### config.mk
export PLATFORM = sky130hd
export DESIGN_NAME = crch_ctrl
export DESIGN_NICKNAME = d
export VERILOG_FILES = /design/src/sv/crch_pkg.sv /design/src/sv/crch_ctrl.sv
export SDC_FILE = /design/constraint.sdc
export NUM_CORES = 1
export LEC_CHECK = 0
export ABC_AREA = 1
export BUFFER_PORTS_ARGS = -buffer_cell sky130_fd_sc_hd__buf_2
export CAP_MARGIN = 20
export CORE_AREA = 5 5 42 44
export DETAILED_ROUTE_END_ITERATION = 12
export DIE_AREA = 0 0 47 49
export PLACE_DENSITY_LB_ADDON = 0.08
export SLEW_MARGIN = 30
export SYNTH_ARGS = -nofsm -noshare
export SYNTH_HDL_FRONTEND = slang
export SYNTH_SLANG_ARGS = --single-unit
### constraint.sdc
create_clock -name clk_i -period 1.06 [get_ports clk_i]
set_input_delay 0.053 -clock clk_i [delete_from_list [all_inputs] [get_ports clk_i]]
set_output_delay 0.053 -clock clk_i [all_outputs]
set_load 0.02 [all_outputs]
### src/sv/crch_pkg.sv
// ----------------------------------------------------------------------------
// crch_pkg
// Shared types, mode codes and helpers for the CRC / hash engine.
// ----------------------------------------------------------------------------
`default_nettype none

package crch_pkg;

  localparam int unsigned IndexBitsDefault = 32;
  localparam int unsigned CfgAddrW = 3;

  // configuration register indexes
  localparam logic [CfgAddrW-1:0] REG_MODE   = 3'd0;
  localparam logic [CfgAddrW-1:0] REG_WIDTH  = 3'd1;
  localparam logic [CfgAddrW-1:0] REG_POLY   = 3'd2;
  localparam logic [CfgAddrW-1:0] REG_SHR    = 3'd3;
  localparam logic [CfgAddrW-1:0] REG_REFL   = 3'd4;
  localparam logic [CfgAddrW-1:0] REG_INIT   = 3'd5;
  localparam logic [CfgAddrW-1:0] REG_FXOR   = 3'd6;

  // algorithm codes
  localparam logic [5:0] MODE_CRC_RIGHT = 6'd0;
  localparam logic [5:0] MODE_CRC_LEFT  = 6'd1;
  localparam logic [5:0] MODE_CRC_APPND = 6'd2;
  localparam logic [5:0] MODE_ROT_ADD   = 6'd3;
  localparam logic [5:0] MODE_INET      = 6'd4;
  localparam logic [5:0] MODE_XOR       = 6'd5;
  localparam logic [5:0] MODE_ADD       = 6'd6;
  localparam logic [5:0] MODE_CRC_KEEP  = 6'd7;
  localparam logic [5:0] MODE_CRC_HIGH  = 6'd8;
  localparam logic [5:0] MODE_SHL_XOR   = 6'd9;
  localparam logic [5:0] MODE_SHL_ADD   = 6'd10;
  localparam logic [5:0] MODE_DJB2      = 6'd15;
  localparam logic [5:0] MODE_MUL_ADD   = 6'd16;
  localparam logic [5:0] MODE_MUL_XOR   = 6'd17;
  localparam logic [5:0] MODE_FNV1A     = 6'd18;
  localparam logic [5:0] MODE_SDBM      = 6'd19;
  localparam logic [5:0] MODE_POS_MUL   = 6'd20;

  typedef enum logic [2:0] {
    ST_IDLE,
    ST_PREP,
    ST_TBL,
    ST_MUL,
    ST_UPD,
    ST_EMIT
  } state_e;

  typedef struct packed {
    logic load;
    logic tbl_init;
    logic tbl_step;
    logic mul_start;
    logic mul_pass2;
    logic mul_step;
    logic update;
    logic emit;
  } cmd_t;

  typedef struct packed {
    logic tbl_mode;
    logic mul_mode;
    logic pos_mode;
    logic last;
    logic tbl_done;
    logic mul_done;
    logic out_busy;
  } sts_t;

  function automatic logic is_tbl(input logic [5:0] md);
    case (md) inside
      MODE_CRC_RIGHT, MODE_CRC_LEFT, MODE_CRC_APPND, MODE_CRC_KEEP, MODE_CRC_HIGH:
        return 1'b1;
      default: return 1'b0;
    endcase
  endfunction

  function automatic logic is_mul(input logic [5:0] md);
    case (md) inside
      MODE_MUL_ADD, MODE_MUL_XOR, MODE_FNV1A, MODE_POS_MUL: return 1'b1;
      default: return 1'b0;
    endcase
  endfunction

  function automatic logic is_supported(input logic [5:0] md);
    return (md <= MODE_SHL_ADD) || ((md >= MODE_DJB2) && (md <= MODE_POS_MUL));
  endfunction

  function automatic logic [7:0] rev8(input logic [7:0] v);
    logic [7:0] r;
    for (int k = 0; k < 8; k++) r[k] = v[7-k];
    return r;
  endfunction

  function automatic logic [63:0] rev64(input logic [63:0] v);
    logic [63:0] r;
    for (int k = 0; k < 64; k++) r[k] = v[63-k];
    return r;
  endfunction

endpackage

`default_nettype wire

### src/sv/crch_ctrl.sv
// ----------------------------------------------------------------------------
// crch_ctrl
// Sequencer: walks one item through table, multiply, update and emit steps.
// ----------------------------------------------------------------------------
`default_nettype none

module crch_ctrl
  import crch_pkg::*;
(
  input  wire  clk_i,
  input  wire  rst_ni,
  input  wire  in_valid_i,
  output logic in_ready_o,
  input  sts_t sts_i,
  output cmd_t cmd_o
);

  state_e state_q, state_d;
  logic   pass2_q, pass2_d;

  always_ff @(posedge clk_i or negedge rst_ni) begin
    if (!rst_ni) begin
      state_q <= ST_IDLE;
      pass2_q <= 1'b0;
    end else begin
      state_q <= state_d;
      pass2_q <= pass2_d;
    end
  end

  always_comb begin
    state_d    = state_q;
    pass2_d    = pass2_q;
    cmd_o      = '0;
    in_ready_o = 1'b0;
    unique case (state_q)
      ST_IDLE: begin
        in_ready_o = 1'b1;
        if (in_valid_i) begin
          cmd_o.load = 1'b1;
          state_d    = ST_PREP;
        end
      end
      ST_PREP: begin
        pass2_d = 1'b0;
        if (sts_i.tbl_mode) begin
          cmd_o.tbl_init = 1'b1;
          state_d        = ST_TBL;
        end else if (sts_i.mul_mode) begin
          cmd_o.mul_start = 1'b1;
          state_d         = ST_MUL;
        end else begin
          state_d = ST_UPD;
        end
      end
      ST_TBL: begin
        cmd_o.tbl_step = 1'b1;
        if (sts_i.tbl_done) state_d = ST_UPD;
      end
      ST_MUL: begin
        cmd_o.mul_step  = 1'b1;
        cmd_o.mul_pass2 = pass2_q;
        if (sts_i.mul_done) begin
          // position weighting needs a second product; operands reload in the datapath
          if (sts_i.pos_mode && !pass2_q) begin
            pass2_d = 1'b1;
          end else begin
            state_d = ST_UPD;
          end
        end
      end
      ST_UPD: begin
        cmd_o.update = 1'b1;
        state_d      = sts_i.last ? ST_EMIT : ST_IDLE;
      end
      ST_EMIT: begin
        if (!sts_i.out_busy) begin
          cmd_o.emit = 1'b1;
          state_d    = ST_IDLE;
        end
      end
      default: state_d = ST_IDLE;
    endcase
  end

  a_emit_free: assert property (@(posedge clk_i) disable iff (!rst_ni)
    cmd_o.emit |-> !sts_i.out_busy) else $error("emit into a full output register");
  a_no_overlap: assert property (@(posedge clk_i) disable iff (!rst_ni)
    !(cmd_o.tbl_step && cmd_o.mul_step)) else $error("table and multiply overlap");
  a_busy_after_load: assert property (@(posedge clk_i) disable iff (!rst_ni)
    cmd_o.load |=> !in_ready_o) else $error("accepted item while busy");

endmodule

`default_nettype wire

==> results of run 1 <==
-- kinds of logic (layout without fill, tap and decap cells) --
logic type      after synthesis  after routing  share of synthesized area
compound gates                4              4                     0.0727
flops                         4              4                      0.291
simple gates                 34             34                      0.473
buf+inv                      14             48                      0.164
-- routing by layer --
layer | part of all wire | up-vias | wire, um
li1 | - | 243 | -
met4 | 0 | 0 | 0
met3 | 0.044 | 0 | 49
met5 | 0 | - | 0
met2 | 0.53 | 8 | 596
met1 | 0.42 | 214 | 472
-- metrics by stage --
step	utilization	hold WS, ns	power [mW]
floorplan	-	-0.243	0.855
global placement	0.360	-0.136	1.18
detailed placement	0.360	-0.135	1.18
CTS	0.455	0.0735	1.63
global route	0.491	0.0714	1.92
finish	0.491	0.0741	1.76
-- worst max-delay path, cell delays in order, from the launching register on --
cell and delay [ns]:
dfrtp_2 0.44, buf_6 0.14, nor4_4 0.25, buf_4 0.17
-- placed cells by master (no fill, tap or decap) --
cell type and n:
nand2_1 8, nor3_2 1, nand3_2 2, inv_1 9, buf_6 6, clkbuf_4 3
nor3_4 1, nor4_4 1, nand2_2 5, buf_4 16, o21bai_1 2, dfrtp_2 3
nand3_1 4, nor2_1 6, nor2_4 2, dlygate4sd3_1 1, buf_2 9, inv_2 3
dfrtp_1 1, a21oi_2 1, inv_4 1, nor2_2 2, o21ai_0 1, nand4_1 2
-- timing repair --
action                                 CTS  global route
setup endpoints to repair               13            13
endpoints found under the hold margin    4             0
pin swaps                                6             3
gates resized for setup                 26             6
gates cloned                             0             0
hold buffers                             1             0
setup buffers                            3             4
-- state kept, by name (all words and copies together) (netlist names) --
signal   cells
state_q      3
pass2_q      1
-- final timing paths --
check | depth (start not counted) | slack (ns) | from | end
max | 3 | -0.22 | state_q[1] | cmd_o[0]
min | 3 | 0.07 | sts_i[1] | pass2_q
max reg2reg | 9 | -0.20 | state_q[1] | state_q[0]
min reg2reg | 2 | 0.57 | pass2_q | pass2_q
max in group asynchronous | 2 | 0.77 | rst_ni | state_q[2]
min in group asynchronous | 2 | 0.16 | rst_ni | state_q[0]
-- cell type report --
cell class,count,area [um^2]
fill,163,713
multi-input combinational,38,248
inverter,13,51.3
timing repair buffer,32,243
sequential,4,104
tap,16,20.0
clock buffer,3,22.5
-- power by group through the flow --
stage / Combinational, mW / Sequential (mW) / Clock, mW
3_3_place_gp: 0.880 / 0.304 / 0
4_1_cts: 1.11 / 0.327 / 0.196
2_1_floorplan: 0.544 / 0.311 / 0
5_1_grt: 1.37 / 0.339 / 0.218
3_5_place_dp: 0.874 / 0.303 / 0
6_report: 1.25 / 0.327 / 0.184
==> impl_metrics.json, run 1 <==
{
  "status": "finished, violations left",
  "failed_checks": "setup timing",
  "place_congestion": 0.729,
  "clockBufferDepth": 2,
  "grt_pass1_wl_um": 1920,
  "maxSlewViolCount": 0,
  "hp-class": "in2reg",
  "clk_pin_slew_ns": 0.04,
  "netlist_top_cells_area": "dfrtp_1 29%, nand2_1 13%, inv_1 11%",
  "layout_setup_ws_ns": -0.224,
  "synthCells": 56,
  "p_sw_frac": 0.457,
  "cts-root-buf": "clkbuf_4",
  "yosysMostFrequentCell": "nand2_1",
  "p_seq_frac": 0.186,
  "worst_setup_path_end_kind": "output pin",
  "ys_types": 17,
  "synth_nets": 66,
  "area_growth_pct": 100,
  "grt_usage": 0.116,
  "yosysSeqAreaShare": 0.291,
  "antenna_found_initial": 0,
  "start_util": 0.246,
  "post-route-min-period_ns": 1.28,
  "drive_above_1_share": 0.622,
  "synth_flop_cell": "dfrtp_1",
  "postPlaceCellArea_um2": 504,
  "p_leak_nw": 0.386,
  "critPathLaunchType": "register",
  "fin_tns_setup_ns": -2.15,
  "drtPass1Iterations": 2,
  "report.final.hold_viol_count": 0,
  "overflow": 0,
  "combPwrFrac": 0.709,
  "grt_use_met2": 0.186,
  "grt_busiest_layer": "met2",
  "htreeDepth": 1,
  "grt_use_met3": 0.0332,
  "final_cells": 106,
  "routed_wl_um": 1120,
  "rows": 14,
  "maxCapViolations": 0,
  "worstPathRequired_ns": 1.01,
  "dieArea_um2": 2300,
  "critPathKind": "reg2out",
  "ir_drop_uv": 1180,
  "syn_avg_cell_area_um2": 6.14,
  "antenna_left": 0,
  "core_um2": 1400,
  "grt_pass1_vias": 481,
  "intPower_mw": 0.954,
  "finalCritPeriodShare": 1.21,
  "num_io_pins": 19,
  "worst_pin_slew_ns": 0.222,
  "p_per_area_nw_per_um2": 2550,
  "yosysTopAreaCell": "dfrtp_1",
  "relSlewSlack": 0.851,
  "async_flop_share": 1.00,
  "numCtsBuffers": 3,
  "ys_warn_count": 0,
  "clock_sinks": 4,
  "dieHeight_um": 49,
  "num_vias": 465,
  "finClkSkew_ns": 0.000900,
  "rsz0062_at_grt": "yes",
  "clk_latency_ns": 0.23,
  "path_max_fanout": 5,
  "switching_power_mw": 0.804,
  "clkPwrFrac": 0.105,
  "dp.cells": 95,
  "drtIter0Drc": 4,
  "fp.dieW_um": 47,
  "synth.ff_latch_count": 4,
  "hpwl_um": 838,
  "pre_cts_ws_ns": -0.114,
  "yosys-top-cells-count": "12 x nand2_1, 10 x inv_1, 8 x nor2_1, 6 x nand3_1, 4 x dfrtp_1",
  "use_met1": 0.130,
  "antenna_cells": 0,
  "setup_violations": 13,
  "final_cell_area_um2": 688,
  "synth-edff-count": 0,
  "grt_max_degree": 7,
  "drt-wirelength-per-cell_um": 10.5,
  "synth_area_um2": 344,
  "cp.arrival_ns": 1.23,
  "synth.top_cell.area_share": 0.291,
  "cts_tree": "yes",
  "vias_per_cell": 4.39,
  "remaining_drc_errors": 0,
  "fin_nets": 102,
  "timing.fmax_mhz": 779,
  "numPortBuffers": 18
}
No activity file was read; power rests on OpenSTA's default activity.
==> inputs of run 2 (changes only) <==
Clock period 1.06 ns to 1.3 ns, I/O delays scaled along.
==> impl_metrics.json, run 2 (synthesized netlist as in run 1, its figures left out) <==
{
  "status": "completed",
  "critPathLaunchType": "register",
  "maxCapViolations": 0,
  "dieArea_um2": 2300,
  "grt_use_met2": 0.127,
  "timing.fmax_mhz": 785,
  "cp_cell_sequence": "buf_4 > nand2_2 > nor2_4 > nand2_1 > nand3_2 > nor2_4 > nand2_1 > nand2_1",
  "worst_pin_slew_ns": 0.207,
  "p_per_area_nw_per_um2": 2120,
  "dieHeight_um": 49,
  "cts_tree": "yes",
  "reg2reg_depth": 8,
  "layout_common_cells": "13 x buf_2, 10 x nand2_1, 9 x inv_1, 9 x buf_4, 5 x nand3_1",
  "place_congestion": 0.677,
  "remaining_drc_errors": 0,
  "cp_num_buf_inv": 1,
  "numPortBuffers": 18,
  "grt_use_met3": 0.0221,
  "area_growth_pct": 65.5,
  "vias_per_cell": 4.54,
  "critPathKind": "reg2reg",
  "rows": 14,
  "fin_nets": 93,
  "antenna_left": 0,
  "start_util": 0.246,
  "relSlewSlack": 0.861,
  "maxSlewViolCount": 0,
  "drtIter0Drc": 4,
  "path_depth": 8,
  "num_io_pins": 19,
  "p_leak_nw": 0.335,
  "antenna_cells": 0,
  "htreeDepth": 1,
  "path_max_fanout": 6,
  "grt_busiest_layer": "met2",
  "num_vias": 440,
  "clockBufferDepth": 2,
  "rsz0062_at_grt": "yes",
  "worstPathRequired_ns": 1.46,
  "postPlaceCellArea_um2": 447,
  "hp-class": "in2reg",
  "dp.cells": 89,
  "drive_above_1_share": 0.568,
  "clk_pin_slew_ns": 0.04,
  "cts-root-buf": "clkbuf_4",
  "antenna_found_initial": 0,
  "overflow": 0,
  "setup_violations": 0,
  "hold_depth": 3,
  "use_met1": 0.108,
  "crit_slowest_cell": "dfrtp_2",
  "report.final.hold_viol_count": 0,
  "cpPeakStageDelay_ns": 0.45,
  "grt_pass1_vias": 373,
  "core_um2": 1400,
  "critPathTopFamily": "simple AND/OR/NAND/NOR gates",
  "final_cells": 97,
  "final_cell_area_um2": 569,
  "drtPass1Iterations": 4,
  "grt_usage": 0.0910,
  "routed_wl_um": 1050,
  "ir_drop_uv": 801,
  "numCtsBuffers": 3,
  "finalCritPeriodShare": 0.980,
  "grt_max_degree": 7,
  "grt_pass1_wl_um": 1480,
  "whs_ns": 0.0970,
  "clock_sinks": 4,
  "drt-wirelength-per-cell_um": 10.8,
  "finClkSkew_ns": 0.00590,
  "clk_latency_ns": 0.24,
  "post-route-min-period_ns": 1.27,
  "regMostFlops": "state_q",
  "hpwl_um": 744,
  "cp.arrival_ns": 1.44,
  "crit_top_cell": "nand2_1",
  "worst_setup_path_end_kind": "register",
  "reg.largest.list": "state_q (3), pass2_q (1)",
  "power_mw": 1.21,
  "fp.dieW_um": 47,
  "largest_reg_flops": 3,
  "final_common_cell": "buf_2",
  "finish.utilization": 0.406
}
## run 2: final timing paths
| kind | end | from | slack, ns |
|---|---|---|---|
| worst max register to register | state_q[2] | state_q[0] | 0.03 |
| worst max-delay path | state_q[2] | state_q[0] | 0.03 |
| worst min-delay path | state_q[1] | sts_i[6] | 0.1 |
| worst min register to register | pass2_q | pass2_q | 0.55 |
| min in group asynchronous | state_q[1] | rst_ni | 0.16 |
| max in group asynchronous | state_q[2] | rst_ni | 1.00 |
## run 2: worst min-delay path, stage by stage
cell,delay [ns]
buf_2,0.09
o21ai_0,0.08
nand2_1,0.07
## run 2: repair_timing
item / in CTS / in global routing
hold buffers: 1 / 0
buffers inserted: 0 / 4
endpoints found under the setup margin: 4 / 5
endpoints found under the hold margin: 4 / 0
resized for setup: 3 / 18
pin swaps: 0 / 2
## run 2: area by class of cell
class,count,area [um^2]
flip-flops and latches,4,104
well taps,16,20.0
multi-input cells,38,231
clock buffers,3,22.5
repair buffers,23,143
fillers,164,832
inverters,13,48.8
## run 2: per-stage QoR
stage | setup TNS (ns) | worst slack [ns]
after floorplan | 0 | 0.0315
final | 0 | 0.0260
after detailed placement | 0 | 0.147
after CTS | 0 | 0.0184
after global placement | 0 | 0.0748
after global routing | -0.293 | -0.0528
## run 2: where the power goes
group	switching (mW)	total [mW]	internal [mW]
registers	0.0899	0.274	0.184
clock network	0.0523	0.156	0.103
logic	0.465	0.779	0.314
## run 2: per-layer routing
metal	share of wire	routed length, um
met4	0.038	40
met1	0.41	424
met5	0	0
met2	0.50	521
met3	0.057	60
